<file path="src/hw/rtl/convolution_3x3_rgb_replicate_assert.svh">
// -----------------------------------------------------------------------------
// Assertion macros for the 3x3 RGB convolution block
// Immediate-implication and next-cycle forms, sampled on the rising clock edge
// and disabled while the asynchronous reset is asserted.
// -----------------------------------------------------------------------------
`ifndef CONVOLUTION_3X3_RGB_REPLICATE_ASSERT_SVH
`define CONVOLUTION_3X3_RGB_REPLICATE_ASSERT_SVH

// Antecedent implies consequent in the same cycle.
`define CONV3_ASSERT_IMP(lbl, ck, rn, ante, cons) \
	lbl: assert property (@(posedge ck) disable iff (!rn) (ante) |-> (cons)) \
		else $error("conv3: same-cycle check failed");

// Antecedent implies consequent in the next cycle.
`define CONV3_ASSERT_NEXT(lbl, ck, rn, ante, cons) \
	lbl: assert property (@(posedge ck) disable iff (!rn) (ante) |=> (cons)) \
		else $error("conv3: next-cycle check failed");

`endif

</file>
<file path="src/hw/rtl/conv3_pkg.sv">
// -----------------------------------------------------------------------------
// conv3_pkg
// Types, register codes and constants shared by the 3x3 RGB convolution block.
// -----------------------------------------------------------------------------
package conv3_pkg;

	localparam int MAX_WIDTH_DEF = 1024;
	localparam int COEF_BITS_DEF = 16;
	// Column fields are sized for the widest supported row.
	localparam int COL_W = 13;
	localparam int ROW_W = 16;
	localparam int QUEUE_DEPTH = 4;
	localparam int CFG_IDX_W = 3;
	localparam int CFG_DATA_W = 48;

	localparam logic OP_DRAIN = 1'b1;

	typedef enum logic [CFG_IDX_W-1:0] {
		REG_KERNEL_TOP    = 3'd0,
		REG_KERNEL_MIDDLE = 3'd1,
		REG_KERNEL_BOTTOM = 3'd2,
		REG_IMAGE_WIDTH   = 3'd3,
		REG_IMAGE_HEIGHT  = 3'd4
	} cfg_reg_t;

	localparam logic [47:0] KERNEL_TOP_RST = 48'h0;
	localparam logic [47:0] KERNEL_MIDDLE_RST = 48'h0000_0001_0000;
	localparam logic [47:0] KERNEL_BOTTOM_RST = 48'h0;
	localparam logic [10:0] WIDTH_RST = 11'd1024;
	localparam logic [15:0] HEIGHT_RST = 16'd768;

	typedef struct packed {
		logic       operation;
		logic [7:0] red_in;
		logic [7:0] green_in;
		logic [7:0] blue_in;
	} in_t;

	typedef struct packed {
		logic [7:0]  red_out;
		logic [7:0]  green_out;
		logic [7:0]  blue_out;
		logic [9:0]  out_column;
		logic [15:0] out_row;
		logic        frame_done;
		logic        run_last;
	} out_t;

	typedef logic [23:0] pix_t;
	// Index 0 is the top row, 2 the bottom row.
	typedef logic [2:0][23:0] col_t;
	// Index 0 is the left column, 2 the right column.
	typedef logic [2:0][2:0][23:0] win_t;

	typedef struct packed {
		logic [47:0] top;
		logic [47:0] middle;
		logic [47:0] bottom;
	} kernel_t;

	typedef enum logic [1:0] {
		CMD_PIXEL   = 2'd0,
		CMD_DRAIN   = 2'd1,
		CMD_PRELOAD = 2'd2
	} cmd_kind_t;

	typedef struct packed {
		cmd_kind_t        kind;
		logic [COL_W-1:0] col;
		logic [COL_W-1:0] addr;
		logic [ROW_W-1:0] row;
		logic             emit1;
		logic             emit2;
		logic             last;
		logic             top_new;
		pix_t             pix;
	} cmd_t;

	typedef struct packed {
		win_t        win;
		logic [9:0]  column;
		logic [15:0] row;
		logic        done;
		logic        last;
	} job_t;

endpackage

</file>
<file path="src/hw/rtl/conv3_front.sv">
// -----------------------------------------------------------------------------
// conv3_front
// Configuration registers, raster position counters and item classification.
// Turns each accepted item into a command for the back end.
// -----------------------------------------------------------------------------
module conv3_front #(
	parameter int MAX_WIDTH = conv3_pkg::MAX_WIDTH_DEF
) (
	input  logic                                clk,
	input  logic                                arst_n,
	input  logic                                cfg_valid,
	output logic                                cfg_ready,
	input  logic [conv3_pkg::CFG_IDX_W-1:0]     cfg_index,
	input  logic [conv3_pkg::CFG_DATA_W-1:0]    cfg_data,
	input  logic                                src_valid,
	output logic                                src_stall,
	input  conv3_pkg::in_t                      src_data,
	output conv3_pkg::kernel_t                  kernel,
	output logic                                push,
	output conv3_pkg::cmd_t                     push_data,
	input  logic                                full
);

	localparam int CW = (MAX_WIDTH > 1) ? $clog2(MAX_WIDTH) : 1;
	localparam int WEW = $clog2(MAX_WIDTH + 1);

	conv3_pkg::kernel_t kernel_q;
	logic [10:0]    width_q;
	logic [15:0]    height_q;
	logic [CW-1:0]  col_q;
	logic [CW-1:0]  drain_q;
	logic [15:0]    row_q;
	logic           draining_q;
	logic           preloaded_q;

	logic [WEW-1:0] w_eff;
	logic [CW-1:0]  wm1;
	logic [15:0]    hm1;
	logic           row_end;
	logic           frame_end;
	logic           d_last;
	logic           is_drain;
	logic           need_preload;
	logic           accept;
	logic           preload_push;
	logic           pix_push;
	logic           drain_push;

	assign cfg_ready = 1'b1;
	assign kernel = kernel_q;

	always_ff @(posedge clk or negedge arst_n) begin
		if (!arst_n) begin
			kernel_q.top <= conv3_pkg::KERNEL_TOP_RST;
			kernel_q.middle <= conv3_pkg::KERNEL_MIDDLE_RST;
			kernel_q.bottom <= conv3_pkg::KERNEL_BOTTOM_RST;
			width_q <= conv3_pkg::WIDTH_RST;
			height_q <= conv3_pkg::HEIGHT_RST;
		end else if (cfg_valid) begin
			case (cfg_index)
				conv3_pkg::REG_KERNEL_TOP: kernel_q.top <= cfg_data;
				conv3_pkg::REG_KERNEL_MIDDLE: kernel_q.middle <= cfg_data;
				conv3_pkg::REG_KERNEL_BOTTOM: kernel_q.bottom <= cfg_data;
				conv3_pkg::REG_IMAGE_WIDTH: width_q <= cfg_data[10:0];
				conv3_pkg::REG_IMAGE_HEIGHT: height_q <= cfg_data[15:0];
				default: ;
			endcase
		end
	end

	// A width of zero acts as one; widths above the line store act as its size.
	always_comb begin
		if (width_q == '0) begin
			w_eff = WEW'(1);
		end else if (32'(width_q) > 32'(MAX_WIDTH)) begin
			w_eff = WEW'(MAX_WIDTH);
		end else begin
			w_eff = WEW'(width_q);
		end
	end

	assign wm1 = CW'(w_eff - WEW'(1));
	assign hm1 = (height_q == '0) ? 16'd0 : height_q - 16'd1;
	assign row_end = col_q >= wm1;
	assign frame_end = row_q >= hm1;
	assign d_last = drain_q >= wm1;

	assign is_drain = src_data.operation == conv3_pkg::OP_DRAIN;
	// The first drain step needs column 0 prefetched ahead of its own read.
	assign need_preload = src_valid && is_drain && draining_q && (drain_q == '0) && !preloaded_q;
	assign src_stall = full || need_preload;
	assign accept = src_valid && !src_stall;
	assign preload_push = need_preload && !full;
	assign pix_push = accept && !is_drain && !draining_q;
	assign drain_push = accept && is_drain && draining_q;
	assign push = preload_push || pix_push || drain_push;

	always_comb begin
		push_data = '0;
		push_data.pix = {src_data.red_in, src_data.green_in, src_data.blue_in};
		if (preload_push) begin
			push_data.kind = conv3_pkg::CMD_PRELOAD;
			push_data.top_new = row_q == '0;
		end else if (drain_push) begin
			push_data.kind = conv3_pkg::CMD_DRAIN;
			push_data.col = conv3_pkg::COL_W'(drain_q);
			push_data.addr = d_last ? conv3_pkg::COL_W'(drain_q)
				: conv3_pkg::COL_W'(drain_q + CW'(1));
			push_data.row = row_q;
			push_data.last = d_last;
			push_data.top_new = row_q == '0;
		end else begin
			push_data.kind = conv3_pkg::CMD_PIXEL;
			push_data.col = conv3_pkg::COL_W'(col_q);
			push_data.addr = conv3_pkg::COL_W'(col_q);
			push_data.row = row_q - 16'd1;
			push_data.emit1 = (row_q != '0) && (col_q != '0);
			push_data.emit2 = (row_q != '0) && row_end;
			push_data.top_new = row_q <= 16'd1;
		end
	end

	always_ff @(posedge clk or negedge arst_n) begin
		if (!arst_n) begin
			col_q <= '0;
			row_q <= '0;
			drain_q <= '0;
			draining_q <= 1'b0;
			preloaded_q <= 1'b0;
		end else begin
			if (preload_push) begin
				preloaded_q <= 1'b1;
			end
			if (pix_push) begin
				if (row_end) begin
					col_q <= '0;
					if (frame_end) begin
						draining_q <= 1'b1;
						drain_q <= '0;
					end else begin
						row_q <= row_q + 16'd1;
					end
				end else begin
					col_q <= col_q + CW'(1);
				end
			end
			if (drain_push) begin
				preloaded_q <= 1'b0;
				if (d_last) begin
					draining_q <= 1'b0;
					drain_q <= '0;
					col_q <= '0;
					row_q <= '0;
				end else begin
					drain_q <= drain_q + CW'(1);
				end
			end
		end
	end

endmodule

</file>
<file path="config.mk">
export PLATFORM = sky130hd
export DESIGN_NAME = conv3_front
export DESIGN_NICKNAME = d
export VERILOG_FILES = /design/src/hw/rtl/convolution_3x3_rgb_replicate_assert.svh /design/src/hw/rtl/conv3_pkg.sv /design/src/hw/rtl/conv3_front.sv
export SDC_FILE = /design/constraint.sdc
export NUM_CORES = 1
export LEC_CHECK = 0
export ABC_CLOCK_PERIOD_IN_PS = 6700
export BUFFER_PORTS_ARGS = -buffer_cell sky130_fd_sc_hd__buf_2
export CORE_MARGIN = 2
export CORE_UTILIZATION = 49
export CTS_BUF_LIST = sky130_fd_sc_hd__clkbuf_4
export CTS_CLUSTER_SIZE = 20
export DETAILED_ROUTE_END_ITERATION = 10
export GPL_TIMING_DRIVEN = 0
export PLACE_DENSITY = 0.76
export SYNTH_ARGS = -nofsm -noshare
export SYNTH_HDL_FRONTEND = slang
export SYNTH_SLANG_ARGS = --single-unit
</file>
<file path="constraint.sdc">
create_clock -name clk -period 6.7 [get_ports clk]
set_clock_uncertainty 0.2 [all_clocks]
set_input_delay 2.01 -clock clk [delete_from_list [all_inputs] [get_ports clk]]
set_output_delay 2.01 -clock clk [all_outputs]
set_load 0.01 [all_outputs]
</file>
# After elaboration in Yosys (flattened, before gate mapping)
# Cells that the tools add are included.
[classes]
addsub = 7
n_mul = 0
div_mod_pow = 0
n_lt_le_gt_ge = 5
eq_ne = 4
shifts = 0
n_mux = 32
bitwise = 0
n_reduce_logical = 37
[ops]
columns = ["cell", "n"]
rows = [
  ["$mux W10", 11],
  ["$mux W16", 6],
  ["$mux W45", 1],
  ["$mux W43", 1],
  ["$logic_not A16 Y1", 2],
  ["$sub A16 B1 Y16 const B", 2],
  ["$add A10 B1 Y10 const B", 2],
  ["$ge A10 B10 Y1", 2],
  ["$add A16 B1 Y16 const B", 1],
  ["$ge A16 B16 Y1", 1],
  ["$le A16 B1 Y1 const B", 1],
  ["$reduce_bool A16 Y1", 1],
  ["$logic_and A1 B1 Y1", 12],
  ["$add A10 B1 Y11 const B", 1],
  ["$gt A11 B11 Y1 const B", 1],
  ["$logic_not A11 Y1", 1],
  ["$mux W11", 1],
  ["$logic_not A10 Y1", 1],
  ["$mux W1", 10],
  ["$reduce_and A2 Y1", 5],
  ["$reduce_bool A10 Y1", 1],
  ["$sub A10 B1 Y10 const B", 1],
  ["$reduce_bool A2 Y1", 4],
  ["$eq A3 B2 Y1 const B", 2],
  ["7 further kinds", 14],
]
[word_totals]
reg_bits = 209
latch_bits = 0
mem_bits_rw = 0
romBits = 0
inputBits = 81
out_inout_bits = 219
memories = 0

# Longest topological paths before layout
[depth]
ltp_word = 12
mapped_depth = 19
mapped_depth_nobuf = 18

# Least setup slack after synthesis
# No wires, ideal clock.
[synth_timing]
path_type = "reg2out"
from = "register width_q[10]"
to = "output port push_data[54] (netlist bit)"
arrival_time_ns = 4.204
required_ns = 4.490
path_slack_ns = 0.286
stages_incl_launch_ff = 17
n_path_buf = 2
path_cell_list = "dfstp_2 clkbuf_1 inv_1 o21ai_0 ha_1 or3b_2 o21ai_0 a21o_1 ha_1 and3_1 a221o_1 a31oi_1 maj3_2 o21ai_4 a211oi_2 buf_2 and4_1"
[synth_rtl]
columns = ["element", "line_no", "rtl"]
rows = [
  ["start, declared", "conv3_front.sv:28", "logic [10:0] width_q;"],
  ["start signal, assigned", "conv3_front.sv:57", "width_q <= conv3_pkg::WIDTH_RST;"],
  ["start signal, assigned", "conv3_front.sv:64", "conv3_pkg::REG_IMAGE_WIDTH: width_q <= cfg_data[10:0];"],
  ["end, declared", "conv3_front.sv:20", "output conv3_pkg::cmd_t push_data,"],
]

==> run summary <==
Clock buffer depth = 3
TritonCTS clock tree = yes
Post-synthesis register bit count = 209
Synth unique cells = 74
Htree depth = 2
Critical Path Start = width_q[0]
Critical path launch point type = flip-flop
Avg Cell Area, Syn = 11.2 um2
Die height = 153 um
GP Congestion = 0.885
Tmin final = 6900 ps
Worst reg-to-reg path cell count = 19
DP Worst Slack = -524 ps
Req. time, crit path = 4490 ps
Global-route wire length before repair = 46,000 um
Yosys warnings = 0
Setup CP Type = reg2out
Predominant post-synthesis flop cell = dfrtp_1
Starting density of the core = 0.498
Largest area contributor in the netlist = dfrtp_1
Final net count = 1,448
Status = finished, violations left
Vias in the first global route = 8,959
Via density = 5.39
Largest cells by area after synthesis = dfrtp_1 (47%), mux2_2 (17%), ha_1 (4.7%)
Max Fclk = 145 MHz
P per Cell Area = 287 mW/mm2
Largest net degree at the start of global routing = 106
Initial antenna violation count = 1
Synth top area share = 0.472
Row Count = 54
Final HPWL DP = 20,500 um
I/O Pins = 300
Critical path arrival = 4690 ps
Mapped Area = 0.0109 mm2
Mapped Cells = 973
R2r setup slk = 1680 ps
Failing checks = negative setup slack
Synth cell count leaders = dfrtp_1 (205), mux2_2 (168), nand2_1 (79)
Leading cell type by number of instances after synthesis = dfrtp_1
Slack of the critical path = -205 ps
Worst hold path class = reg2reg
Post-route design area = 0.0136 mm2
P_leak = 6.56 nW
RSZ-0062 raised after global routing = yes
Fill count = 1,763
CTS buffer count = 54
Measured slew at the worst slew-check pin = 1140 ps
Number of I/O port buffers = 269
Post-synth EDFFs = 0
Die Span X = 153 um
Worst-Skew Late Latency = 650 ps
Drc violations = 0
Sequential fraction of the synthesis area = 0.482
Crit end category = primary output
All-Layer GR Usage = 0.240
Initial DRT Pass Iterations = 5
Clk root buf = clkbuf_4
Hold buffer count at CTS = 0
Layout cells sized above 1 = 0.459
CP Capture Point = push_data[47]
Fin. Hold Viols = 0
Max-cap violation count = 0
Post-DP Area = 0.0126 mm2
Cells after DPL = 1,527
Final WL = 28,500 um
Vias = 8,854
Final non-filler cell total = 1,643
RR Endpoint = row_q[9]
Worst-path clk slew = 60 ps
Initial DRC Count = 277
Syn-to-layout area delta = 25.1%
Routed Antenna Nets = 0
Total congestion overflow = 0
Fin. max-slew vios = 0
Worst vdd ir = 0.202 mV
R2R Path Start = height_q[0]
CP max FO = 5
Max-slew headroom = 0.240
Number of setup violations in the final report = 9
Core box area = 0.0218 mm2
Sum Neg Setup Slack = -1310 ps
Sink Count = 209
DR WL/cell = 17.3 um
Tot Pwr = 3.91 mW
Async S/R FF share, synth = 1.00
Final period util = 1.03
Die Footprint = 0.0234 mm2
==> report_power, final <==
part | switching (mW) | leakage, nW | total, mW | internal [mW]
Clock | 0.527 | 0.391 | 1.09 | 0.563
Combinational | 0.587 | 3.63 | 1.14 | 0.552
Sequential | 0.169 | 2.54 | 1.68 | 1.51
Total | 1.28 | 6.56 | 3.91 | 2.62
==> logic make-up (layout without fill, tap and decap cells) <==
| kind of cell | after synthesis | after routing | share of synthesized area |
|---|---|---|---|
| and+or+nand+nor | 263 | 263 | 0.119 |
| DFF | 209 | 209 | 0.482 |
| muxes | 172 | 172 | 0.178 |
| AOI/OAI and AO/OA | 146 | 146 | 0.0948 |
| buffers and inverters | 102 | 487 | 0.0477 |
| adders and majority gates | 44 | 44 | 0.0501 |
| xor gates and xnor gates | 35 | 35 | 0.0282 |
| other | 2 | 7 | 0.000691 |
==> worst max-delay path, stage by stage (launching register included) <==
cell and delay, ps:
dfrtp_1 380, or4_4 560, nor3_4 140, o21ai_2 80
ha_2 190, or3b_4 240, mux2i_1 70, a21o_1 200
ha_1 310, and3_4 170, a221o_1 280, a31oi_1 180
maj3_2 310, o21ai_4 120, buf_4 180, a211oi_1 290
xnor2_1 150, o21ai_1 60, buf_2 150
==> metrics by stage <==
stage	util	hold WS, ps
CTS	0.619	283
global route	0.623	294
global placement	0.576	262
floorplan	-	240
detailed placement	0.578	269
finish	0.623	287
==> metal layers <==
metal / wire (um) / GRT usage
met2: 13700 / 0.398
met1: 11300 / 0.291
met3: 2880 / 0.0885
met5: 0 / 0
met4: 654 / 0.0811
==> final cells by class <==
class / count / area [um2] / share of cell area
diodes: 1 / 2.50 / 0.000184
plain buffers: 81 / 443 / 0.0326
clock buffers: 77 / 578 / 0.0425
clock inverters: 15 / 87.6 / 0.00645
inverters: 18 / 67.6 / 0.00497
multi-input cells: 666 / 5230 / 0.385
flip-flops and latches: 209 / 5240 / 0.385
well taps: 280 / 350 / 0.0258
repair buffers: 296 / 1590 / 0.117
==> cells in the final DEF, fill, tap and decap left out, types with 11 or more instances in the layout <==
master    synthesis  routed
nor3_1           21      19
o31ai_1          11      11
nor2_1           67      67
nand3_1          18      18
clkbuf_1         35      34
xnor2_1          20      20
and3_1           14      13
dfrtp_1         205     203
clkinv_1          0      12
mux2_2          168     168
nand2_1          79      78
buf_4            32      55
buf_2             5     269
inv_1            18      18
a21oi_1          29      28
o21ai_0          32      29
xor2_1           15      15
clkbuf_4          0      77
ha_1             41      39
==> sequential cells by signal, summed over array words and instances, names as in the netlist <==
name,count
width_q,11
kernel,144
preloaded_q,1
draining_q,1
height_q,16
row_q,16
drain_q,10
col_q,10
==> worst min path at each step <==
stage | to | startpoint | slack, ps | cells past startpoint
after floorplan | preloaded_q | preloaded_q | 240 | 1
after global placement | preloaded_q | preloaded_q | 260 | 1
after detailed placement | preloaded_q | preloaded_q | 270 | 1
after CTS | preloaded_q | preloaded_q | 280 | 1
after global routing | preloaded_q | preloaded_q | 290 | 1
final | preloaded_q | preloaded_q | 290 | 1
==> timing repair <==
| action | 4_1_cts | 5_1_grt |
|---|---|---|
| setup buffers | 19 | 6 |
| gates resized for setup | 24 | 13 |
| endpoints found under the setup margin | 13 | 13 |
| pin swaps | 13 | 13 |
(Power assumes the default switching activity.)
