### src/hw/rtl/convolution_3x3_rgb_replicate_assert.svh
// -----------------------------------------------------------------------------
// Assertion macros for the 3x3 RGB convolution block
// Immediate-implication and next-cycle forms, sampled on the rising clock edge
// and disabled while the asynchronous reset is asserted.
// -----------------------------------------------------------------------------
`ifndef CONVOLUTION_3X3_RGB_REPLICATE_ASSERT_SVH
`define CONVOLUTION_3X3_RGB_REPLICATE_ASSERT_SVH

// Antecedent implies consequent in the same cycle.
`define CONV3_ASSERT_IMP(lbl, ck, rn, ante, cons) \
	lbl: assert property (@(posedge ck) disable iff (!rn) (ante) |-> (cons)) \
		else $error("conv3: same-cycle check failed");

// Antecedent implies consequent in the next cycle.
`define CONV3_ASSERT_NEXT(lbl, ck, rn, ante, cons) \
	lbl: assert property (@(posedge ck) disable iff (!rn) (ante) |=> (cons)) \
		else $error("conv3: next-cycle check failed");

`endif

### src/hw/rtl/conv3_pkg.sv
// -----------------------------------------------------------------------------
// conv3_pkg
// Types, register codes and constants shared by the 3x3 RGB convolution block.
// -----------------------------------------------------------------------------
package conv3_pkg;

	localparam int MAX_WIDTH_DEF = 1024;
	localparam int COEF_BITS_DEF = 16;
	// Column fields are sized for the widest supported row.
	localparam int COL_W = 13;
	localparam int ROW_W = 16;
	localparam int QUEUE_DEPTH = 4;
	localparam int CFG_IDX_W = 3;
	localparam int CFG_DATA_W = 48;

	localparam logic OP_DRAIN = 1'b1;

	typedef enum logic [CFG_IDX_W-1:0] {
		REG_KERNEL_TOP    = 3'd0,
		REG_KERNEL_MIDDLE = 3'd1,
		REG_KERNEL_BOTTOM = 3'd2,
		REG_IMAGE_WIDTH   = 3'd3,
		REG_IMAGE_HEIGHT  = 3'd4
	} cfg_reg_t;

	localparam logic [47:0] KERNEL_TOP_RST = 48'h0;
	localparam logic [47:0] KERNEL_MIDDLE_RST = 48'h0000_0001_0000;
	localparam logic [47:0] KERNEL_BOTTOM_RST = 48'h0;
	localparam logic [10:0] WIDTH_RST = 11'd1024;
	localparam logic [15:0] HEIGHT_RST = 16'd768;

	typedef struct packed {
		logic       operation;
		logic [7:0] red_in;
		logic [7:0] green_in;
		logic [7:0] blue_in;
	} in_t;

	typedef struct packed {
		logic [7:0]  red_out;
		logic [7:0]  green_out;
		logic [7:0]  blue_out;
		logic [9:0]  out_column;
		logic [15:0] out_row;
		logic        frame_done;
		logic        run_last;
	} out_t;

	typedef logic [23:0] pix_t;
	// Index 0 is the top row, 2 the bottom row.
	typedef logic [2:0][23:0] col_t;
	// Index 0 is the left column, 2 the right column.
	typedef logic [2:0][2:0][23:0] win_t;

	typedef struct packed {
		logic [47:0] top;
		logic [47:0] middle;
		logic [47:0] bottom;
	} kernel_t;

	typedef enum logic [1:0] {
		CMD_PIXEL   = 2'd0,
		CMD_DRAIN   = 2'd1,
		CMD_PRELOAD = 2'd2
	} cmd_kind_t;

	typedef struct packed {
		cmd_kind_t        kind;
		logic [COL_W-1:0] col;
		logic [COL_W-1:0] addr;
		logic [ROW_W-1:0] row;
		logic             emit1;
		logic             emit2;
		logic             last;
		logic             top_new;
		pix_t             pix;
	} cmd_t;

	typedef struct packed {
		win_t        win;
		logic [9:0]  column;
		logic [15:0] row;
		logic        done;
		logic        last;
	} job_t;

endpackage

### src/hw/rtl/conv3_fifo.sv
// -----------------------------------------------------------------------------
// conv3_fifo
// Short command queue between the front end and the back end.
// -----------------------------------------------------------------------------
module conv3_fifo #(
	parameter int DEPTH = conv3_pkg::QUEUE_DEPTH
) (
	input  logic            clk,
	input  logic            arst_n,
	input  logic            push,
	input  conv3_pkg::cmd_t push_data,
	input  logic            pop,
	output conv3_pkg::cmd_t pop_data,
	output logic            full,
	output logic            empty
);

	localparam int AW = (DEPTH > 1) ? $clog2(DEPTH) : 1;
	localparam int CNTW = $clog2(DEPTH + 1);

	conv3_pkg::cmd_t mem_q [DEPTH];
	logic [AW-1:0]   wr_ptr_q;
	logic [AW-1:0]   rd_ptr_q;
	logic [CNTW-1:0] count_q;

	assign full = count_q == CNTW'(DEPTH);
	assign empty = count_q == '0;
	assign pop_data = mem_q[rd_ptr_q];

	always_ff @(posedge clk) begin
		if (push) begin
			mem_q[wr_ptr_q] <= push_data;
		end
	end

	always_ff @(posedge clk or negedge arst_n) begin
		if (!arst_n) begin
			wr_ptr_q <= '0;
			rd_ptr_q <= '0;
			count_q <= '0;
		end else begin
			if (push) begin
				wr_ptr_q <= (wr_ptr_q == AW'(DEPTH - 1)) ? '0 : wr_ptr_q + AW'(1);
			end
			if (pop) begin
				rd_ptr_q <= (rd_ptr_q == AW'(DEPTH - 1)) ? '0 : rd_ptr_q + AW'(1);
			end
			if (push && !pop) begin
				count_q <= count_q + CNTW'(1);
			end else if (pop && !push) begin
				count_q <= count_q - CNTW'(1);
			end
		end
	end

endmodule

### config.mk
export PLATFORM = sky130hd
export DESIGN_NAME = conv3_fifo
export DESIGN_NICKNAME = d
export VERILOG_FILES = /design/src/hw/rtl/convolution_3x3_rgb_replicate_assert.svh /design/src/hw/rtl/conv3_pkg.sv /design/src/hw/rtl/conv3_fifo.sv
export SDC_FILE = /design/constraint.sdc
export NUM_CORES = 1
export LEC_CHECK = 0
export BUFFER_PORTS_ARGS = -buffer_cell sky130_fd_sc_hd__buf_2
export CAP_MARGIN = 0
export CELL_PAD_IN_SITES_DETAIL_PLACEMENT = 0
export CELL_PAD_IN_SITES_GLOBAL_PLACEMENT = 1
export CORE_MARGIN = 1
export CORE_UTILIZATION = 40
export CTS_CLUSTER_DIAMETER = 50
export CTS_CLUSTER_SIZE = 28
export DETAILED_ROUTE_END_ITERATION = 7
export PLACE_DENSITY = 0.76
export SYNTH_ARGS = -nofsm -noshare
export SYNTH_HDL_FRONTEND = slang
export SYNTH_SLANG_ARGS = --single-unit
### constraint.sdc
create_clock -name clk -period 3.5 [get_ports clk]
set_input_delay 0.175 -clock clk [delete_from_list [all_inputs] [get_ports clk]]
set_output_delay 0.175 -clock clk [all_outputs]
set_load 0.03 [all_outputs]
Yosys cells after proc, flatten, opt, wreduce, memory -nomap -nowiden

Memories as Yosys holds them, arrays and structs flattened.
Cells that the tools add are included.

Register bits after elaboration: 7
RAM bits: 288
Output and inout bits: 74
Logic and storage cells: 23
Memories: 1

Add/subtract/negate cells: 4
Equal/unequal tests: 3
Mux-type cells: 6
Reduce and logical (&&, ||, !) cells: 6

Memory list:

| memory | words | bits a word | read ports | clocked after Yosys merged registers in | wr ports | line             | text |
|---|---|---|---|---|---|---|---|
| mem_q  | 4     | 72          | 1          | 0                                       | 1        | conv3_fifo.sv:21 | `conv3_pkg::cmd_t mem_q [DEPTH];` |

Operator list:

| cell                                              | count |
|---|---|
| 2-to-1 mux 3 bit                                  | 2 |
| adder 2 x 1 -> 2 bit (second input constant)      | 2 |
| equality test 2 bit (second input constant)       | 2 |
| 2-to-1 mux 2 bit                                  | 2 |
| adder 3 x 1 -> 3 bit (second input constant)      | 1 |
| equality test 3 bit (second input constant)       | 1 |
| zero test 3 bit                                   | 1 |
| subtractor 3 x 1 -> 3 bit (second input constant) | 1 |
| logical AND 1 bit                                 | 2 |
| zero test 1 bit                                   | 2 |
| 2-to-1 mux 1 bit                                  | 2 |
| nonzero test 2 bit                                | 1 |

Depth between registers and ports, before layout

Gate-level depths: netlist of run 1.

Depth in word-level cells: 4
Gate-level depth with buffers: 7
Gate-level depth less buffers: 7

Least setup slack after synthesis of run 1

OpenSTA, ideal clock, no wires.

Kind: register to register
Start point: register wr_ptr_q[0]
End point: memory mem_q[0][0] (netlist bit), enable pin
Library setup time: 0.438 ns
Data arrival time: 2.308 ns
Data required time: 3.062 ns
Slack: 0.754 ns
Cell stages (with the launch flop): 4
Buffers on the path: 0
Period minus slack after synthesis: 2.746 ns
Path through: dfrtp_1 inv_1 ha_1 and2_1

RTL lines:

| what                     | line             | text |
|---|---|---|
| start: declaration       | conv3_fifo.sv:22 | `logic [AW-1:0] wr_ptr_q;` |
| start signal: assignment | conv3_fifo.sv:43 | `wr_ptr_q <= (wr_ptr_q == AW'(DEPTH - 1)) ? '0 : wr_ptr_q + AW'(1);` |
| end: declaration         | conv3_fifo.sv:21 |  |

No word-level cell before the write port.

==> results of run 1 <==
==> worst max-delay path, delay by kind of cell, from the launching register on <==
family	cells	cell delay [ns]
multiplexers	1	0.57
flip-flops	1	0.75
buffers and inverters	2	0.65
==> layout by cell type, fill, tap and decap left out <==
cell type	synthesis	routed
fa_1	1	1
nor3b_1	1	1
inv_12	0	1
clkinv_2	0	1
nand2_1	2	2
nor2_1	3	3
dlygate4sd3_1	0	76
dfrtp_1	7	5
xnor2_1	1	1
edfxtp_1	288	288
bufinv_16	0	4
clkinvlp_4	0	2
clkinv_8	0	5
buf_12	0	1
buf_2	8	149
ha_1	6	6
clkinv_1	0	1
mux2_2	3	3
nor3_1	1	1
dfrtp_4	0	2
inv_6	0	3
inv_8	0	5
xor2_1	2	2
clkbuf_1	0	2
mux4_2	72	72
and2_4	0	4
inv_1	4	4
o21ai_0	2	2
clkbuf_16	0	31
buf_4	1	1
==> sequential cells by signal, indices dropped and copies added, names as in the netlist <==
signal / count
mem_q: 288
count_q: 3
wr_ptr_q: 2
rd_ptr_q: 2
==> where the power goes <==
part           switching [mW]  total, mW  internal (mW)
Sequential              0.401       4.94           4.54
Combinational            2.13       3.51           1.39
Clock                    1.46       3.45           1.99
Total                    3.98       11.9           7.93
==> layout make-up <==
type                            count  area (sq um)
Fill cell                        2065         12500
Sequential cell                   295          8830
Multi-Input combinational cell     98          1850
Timing Repair Buffer              227          1530
Clock buffer                       33           783
Tap cell                          335           419
Clock inverter                     22           324
Inverter                            4          15.0
==> layer usage <==
metal  vias to the layer above  GRT usage, %  wire, microns
li1                       2253             -              -
met1                      2602          18.8           8230
met2                       138          25.8          10100
met3                        41          2.79            940
met4                         0          4.23            482
met5                         -             0              0
==> logic make-up after synthesis <==
kind of cell	synth area share, %
AO/OA/AOI/OAI	0.0926
XOR/XNOR	0.243
adder cells (fa/ha/maj)	0.880
buffers and inverters	1.31
flip-flops	81.6
multiplexers	15.3
AND/OR/NAND/NOR	0.521
==> final timing paths <==
kind                                           end  slack (ns)
max in group asynchronous  rd_ptr_q[1]$_DFFE_PN0P_        2.59
hold / removal              mem_q[0][54]$_DFFE_PP_        0.36
hold reg to reg             count_q[2]$_DFFE_PN0P_        0.53
setup / recovery                      pop_data[13]        0.77
min in group asynchronous   count_q[0]$_DFFE_PN0P_        0.60
setup reg to reg            mem_q[2][33]$_DFFE_PP_        1.47
==> impl_metrics.py, run 1 <==
metrics = {
    "status": {
        "status": "finished with violations",
        "violations": "DRC",
    },
    "sta": {
        "drv_slew": 0,
        "fin_skew_ns": 0.0286,
        "fmax_mhz": 367,
        "setup_slack_ns": 0.775,
        "relSlewSlack_pct": 23.8,
        "hold_slack_ns": 0.364,
        "rsz0062_at_grt": "false",
        "hold_viol": 0,
        "tns_ns": 0,
        "min_period_over_period_pct": 77.9,
        "period_needed_ns": 2.73,
        "setup_viol": 0,
        "tightest_slew_ns": 1.14,
    },
    "layout": {
        "design_area_sq_um": 13800,
        "diodes": 0,
        "final_cell_count_no_fill": 1014,
        "utilization_pct": 52.4,
        "fin_nets": 739,
        "syn_to_final_growth_pct": 27.3,
        "drive_above_1_share_pct": 41.8,
    },
    "synthesis": {
        "synth_cells": 413,
        "yosysSeqAreaShare_pct": 81.6,
        "synth_top_area_share_pct": 80.0,
        "synth_edf_count": 288,
        "syn_area_per_cell_sq_um": 26.2,
        "synth_area_sq_um": 10800,
        "ys_warn_count": 0,
        "syn_nets": 496,
        "synthTopCellsByArea": "edfxtp_1 (80%), mux4_2 (15%), dfrtp_1 (1.6%)",
        "synthArstFlopShare_pct": 2.37,
        "synth_most_common_cell": "edfxtp_1",
        "yosysTopAreaCell": "edfxtp_1",
        "synth-main-ff-cell": "edfxtp_1",
        "synth_commonest_cells": "edfxtp_1 (288), mux4_2 (72), buf_2 (8)",
        "synth-seq-cells": 295,
        "synth.distinct_cells": 18,
    },
    "place": {
        "dp.cells": 883,
        "place_ws_ns": 1.28,
        "port_buffers": 149,
        "hpwl_microns": 10900,
        "dpl_cell_area_sq_um": 11900,
        "gp_congestion": 0.689,
    },
    "routing": {
        "routed_wl_microns": 19800,
        "drc": 12,
        "dr_total_vias": 5034,
        "via_per_inst": 4.96,
        "ant_nets": 0,
        "wl_per_cell_microns": 19.5,
        "drt-initial-drc-count": 343,
        "firstDrtPassIters": 7,
    },
    "pwr": {
        "vdd_drop_max_v": 0.000539,
        "powerDensity_nw_per_um2": 866,
        "p_leak_nw": 4.76,
        "total_power_mw": 11.9,
    },
    "worst_setup_path": {
        "cpPeakStageDelay_ns": 0.75,
        "path_cells": "buf_4 -> mux4_2 -> buf_2",
        "reg2reg_from": "wr_ptr_q[0]$_DFFE_PN0P_",
        "worst_path_max_delay_cell": "dfrtp_4",
        "cp_max_fo": 25,
        "end_kind": "output pin",
        "worstRegToRegCells": 3,
        "cp-start-kind": "flip-flop",
        "crit_type": "flip-flop to output pin",
        "cp.arrival_ns": 2.55,
        "crit_start": "rd_ptr_q[0]$_DFFE_PN0P_",
        "critical_path_required_ns": 3.32,
    },
    "clocking": {
        "cts_tree": "done",
        "clockBufferDepth": 3,
        "cts_setup_buffers": 0,
        "root_buffer": "clkbuf_16",
        "cts.sinks": 295,
        "clkTransAtPathRegs_ns": 0.08,
        "cts_hold_buf": 76,
        "ctsResizeCount": 0,
        "clkLatencyLatePin_ns": 0.55,
        "cts_buffers": 30,
        "htree_num_levels": 1,
    },
    "worst_hold_path": {
        "hp-class": "primary input to flip-flop",
        "hold_depth": 2,
        "min_from": "push_data[54]",
    },
    "global_route": {
        "grt_usage_pct": 14.8,
        "grt_pass1_wl_microns": 31600,
        "grt_overflow": 0,
        "grt_max_degree": 75,
        "antenna_found_initial": 0,
        "grt_pass1_vias": 5760,
    },
    "floorplanning": {
        "die_area_sq_um": 27700,
        "core_area_sq_um": 26300,
        "ios": 150,
        "start_util_pct": 41.1,
        "num_rows": 59,
        "die_width_microns": 166,
        "die_h_microns": 166,
    },
    "run": {
        "drv_cap": 0,
    },
}
(Power assumes the default switching activity.)
==> inputs of run 2 (changes only) <==
Settings changed: ABC_AREA set to 1, PLACE_DENSITY 0.76 to 0.8.
Clock period 3.5 ns to 2.65 ns, I/O delays scaled along.
==> run 2 against run 1 <==
  * Highest routed layer unchanged
  * The flow now finishes without violations
  * Final area grew 6.6%
  * Register-to-register slack lost 0.59 ns
  * Flip-flop and latch count is the same
  * Largest power group unchanged
  * Global-route usage grew 0.55 points
==> impl_metrics.py, run 2 <==
metrics = {
    "global_route": {
        "grt_overflow": 0,
        "antenna_found_initial": 1,
        "grt_max_degree": 80,
        "grt_usage_pct": 15.3,
        "grt_pass1_vias": 7259,
        "grt_pass1_wl_microns": 36800,
    },
    "synthesis": {
        "ys_warn_count": 0,
        "synth_top_area_share_pct": 73.4,
        "synth_most_common_cell": "edfxtp_1",
        "synth-seq-cells": 295,
        "synth_cells": 891,
        "syn_area_per_cell_sq_um": 13.2,
        "synth_edf_count": 288,
        "synthTopCellsByArea": "edfxtp_1 (73%), o211ai_1 (9.2%), nand2_1 (7.4%)",
        "synthArstFlopShare_pct": 2.37,
        "synth_area_sq_um": 11800,
        "synth-main-ff-cell": "edfxtp_1",
        "synth.distinct_cells": 17,
        "syn_nets": 974,
        "synth_commonest_cells": "edfxtp_1 (288), nand2_1 (231), inv_1 (155)",
        "yosysSeqAreaShare_pct": 74.9,
        "yosysTopAreaCell": "edfxtp_1",
    },
    "layout": {
        "largest_reg_flops": 288,
        "final_common_cell": "edfxtp_1",
        "reg_top3": "mem_q x288, count_q x3",
        "seq_area_sq_um": 8830,
        "drive_above_1_share_pct": 19.2,
        "largest_register": "mem_q",
        "syn_to_final_growth_pct": 24.6,
        "final_cell_mix": "edfxtp_1 (288), nand2_1 (231), inv_1 (151)",
        "multi_input_area_sq_um": 2100,
        "fin_nets": 1198,
        "fillCellCount": 2462,
        "design_area_sq_um": 14700,
    },
    "worst_setup_path": {
        "critical_path_required_ns": 2.52,
        "end_kind": "output pin",
        "r2r_end": "mem_q[3][37]$_DFFE_PP_",
        "path_cells": "inv_8 -> buf_4 -> nand2_1 -> o211ai_1 -> nand2_1 -> buf_2",
        "cpPeakStageDelay_ns": 0.45,
        "r2r_slack_ns": 0.88,
        "cp.arrival_ns": 2.18,
        "worstRegToRegCells": 4,
        "path_common_cell": "nand2_1",
        "worst_path_max_delay_cell": "dfrtp_1",
        "cp-start-kind": "flip-flop",
        "reg2reg_from": "wr_ptr_q[0]$_DFFE_PN0P_",
        "cp_max_fo": 79,
        "crit_type": "flip-flop to output pin",
    },
    "sta": {
        "period_needed_ns": 2.31,
        "rsz0062_at_grt": "false",
        "fin_skew_ns": 0.00670,
        "relSlewSlack_pct": 66.4,
        "min_period_over_period_pct": 87.2,
        "tightest_slew_ns": 0.503,
        "setup_viol": 0,
        "tns_ns": 0,
        "drv_slew": 0,
        "hold_viol": 0,
        "fmax_mhz": 433,
    },
    "routing": {
        "routed_wl_microns": 22700,
        "dr_total_vias": 7091,
        "firstDrtPassIters": 4,
        "wl_per_cell_microns": 15.0,
        "via_per_inst": 4.67,
        "drc": 0,
        "ant_nets": 0,
        "drt-initial-drc-count": 265,
    },
    "floorplanning": {
        "num_rows": 62,
        "die_h_microns": 174,
        "die_area_sq_um": 30100,
        "ios": 150,
        "core_area_sq_um": 28900,
        "start_util_pct": 40.8,
        "die_width_microns": 174,
    },
    "clocking": {
        "clkLatencyLatePin_ns": 0.53,
        "ctsResizeCount": 0,
        "cts_buffers": 27,
        "htree_num_levels": 1,
        "cts_tree": "done",
        "root_buffer": "clkbuf_16",
        "clockBufferDepth": 3,
        "clkTransAtPathRegs_ns": 0.07,
        "cts.sinks": 295,
    },
    "status": {
        "status": "completed",
    },
    "place": {
        "gp_congestion": 0.713,
        "dpl_cell_area_sq_um": 13000,
        "port_buffers": 149,
        "hpwl_microns": 12600,
    },
    "pwr": {
        "vdd_drop_max_v": 0.00128,
        "powerDensity_nw_per_um2": 1080,
        "p_leak_nw": 5.93,
    },
    "run": {
        "drv_cap": 0,
    },
    "worst_hold_path": {
        "hp-class": "primary input to flip-flop",
        "holdPathEnd": "mem_q[2][40]$_DFFE_PP_",
        "hold_depth": 2,
        "min_from": "push_data[40]",
    },
}
-- run 2: changes by cell type in the layout (fill, tap and decap cells not counted), sizes merged, moves of 2 or more --
cell | previous run | this run
mux4 | 72 | 0
mux2 | 3 | 0
clkbuf | 33 | 28
nand2 | 2 | 231
xor2 | 2 | 0
and2 | 4 | 0
o211ai | 0 | 144
clkinv | 7 | 12
buf | 151 | 165
inv | 13 | 160
o21ai | 2 | 4
-- run 2: cell type report --
cell class,instances,share of cell area (%)
inverter,157,4.10
multi-input combinational,393,14.3
antenna,1,0.0171
tap,384,3.27
timing repair buffer,241,11.9
clock buffer,28,4.63
clock inverter,21,1.65
sequential,295,60.2
-- run 2: logic make-up after synthesis --
| group | synth area share (%) |
|---|---|
| adders and majority gates | 0.807 |
| DFF | 74.9 |
| buffers and inverters | 7.26 |
| AOI/OAI and AO/OA | 9.35 |
| and+or+nand+nor | 7.60 |
| xor gates and xnor gates | 0.0744 |
-- run 2: metal layers --
metal / wire length, microns / vias up / share of wire [%] / GRT usage [%]
met1: 9740 / 3361 / 43 / 18.2
met5: 0 / - / 0 / 0
li1: - / 3554 / - / -
met2: 11500 / 138 / 51 / 28.2
met4: 544 / 0 / 2.4 / 4.46
met3: 948 / 38 / 4.2 / 2.74
-- run 2: stage by stage --
step | std cells | util, % | setup WS [ns] | power [mW] | hold slack, ns
final | 1520 | 50.8 | 0.340 | 15.9 | 0.357
after global routing | 1520 | 50.8 | 0.143 | 16.8 | 0.339
after CTS | 1519 | 50.8 | 0.294 | 16.1 | 0.315
after detailed placement | 1394 | 45.0 | 0.805 | 12.0 | -0.0215
after global placement | 1394 | 45.0 | 0.832 | 11.9 | -0.0236
after floorplan | 891 | - | 0.167 | 10.3 | -0.163
-- run 2: worst max path at each step --
| stage | slack [ns] | cells past startpoint | startpoint | endpoint |
|---|---|---|---|---|
| 6_report | 0.34 | 6 | rd_ptr_q[0]$_DFFE_PN0P_ | pop_data[52] |
| 5_1_grt | 0.14 | 6 | rd_ptr_q[0]$_DFFE_PN0P_ | pop_data[37] |
| 4_1_cts | 0.29 | 6 | rd_ptr_q[0]$_DFFE_PN0P_ | pop_data[52] |
| 3_5_place_dp | 0.81 | 4 | wr_ptr_q[0]$_DFFE_PN0P_ | mem_q[3][42]$_DFFE_PP_ |
| 3_3_place_gp | 0.83 | 4 | wr_ptr_q[0]$_DFFE_PN0P_ | mem_q[3][37]$_DFFE_PP_ |
| 2_1_floorplan | 0.17 | 4 | wr_ptr_q[0]$_DFFE_PN0P_ | mem_q[2][0]$_DFFE_PP_ |
-- run 2: timing repair --
action / 4_1_cts / 5_1_grt
endpoints found under the hold margin: 299 / 0
hold buffers: 76 / 0
setup buffers: 0 / 0
-- run 2: worst max-delay path: cells and delay by family, from the launching register on --
family	cells	cell delay, ns
compound gates	1	0.10
buf+inv	3	0.91
flops	1	0.45
simple gates	2	0.18
-- run 2: power breakdown --
| part | leakage [nW] | switching (mW) | total (mW) | internal (mW) |
|---|---|---|---|---|
| Clock | 0.443 | 1.75 | 3.97 | 2.22 |
| Combinational | 2.76 | 4.09 | 5.71 | 1.63 |
| Sequential | 2.73 | 0.233 | 6.21 | 5.98 |
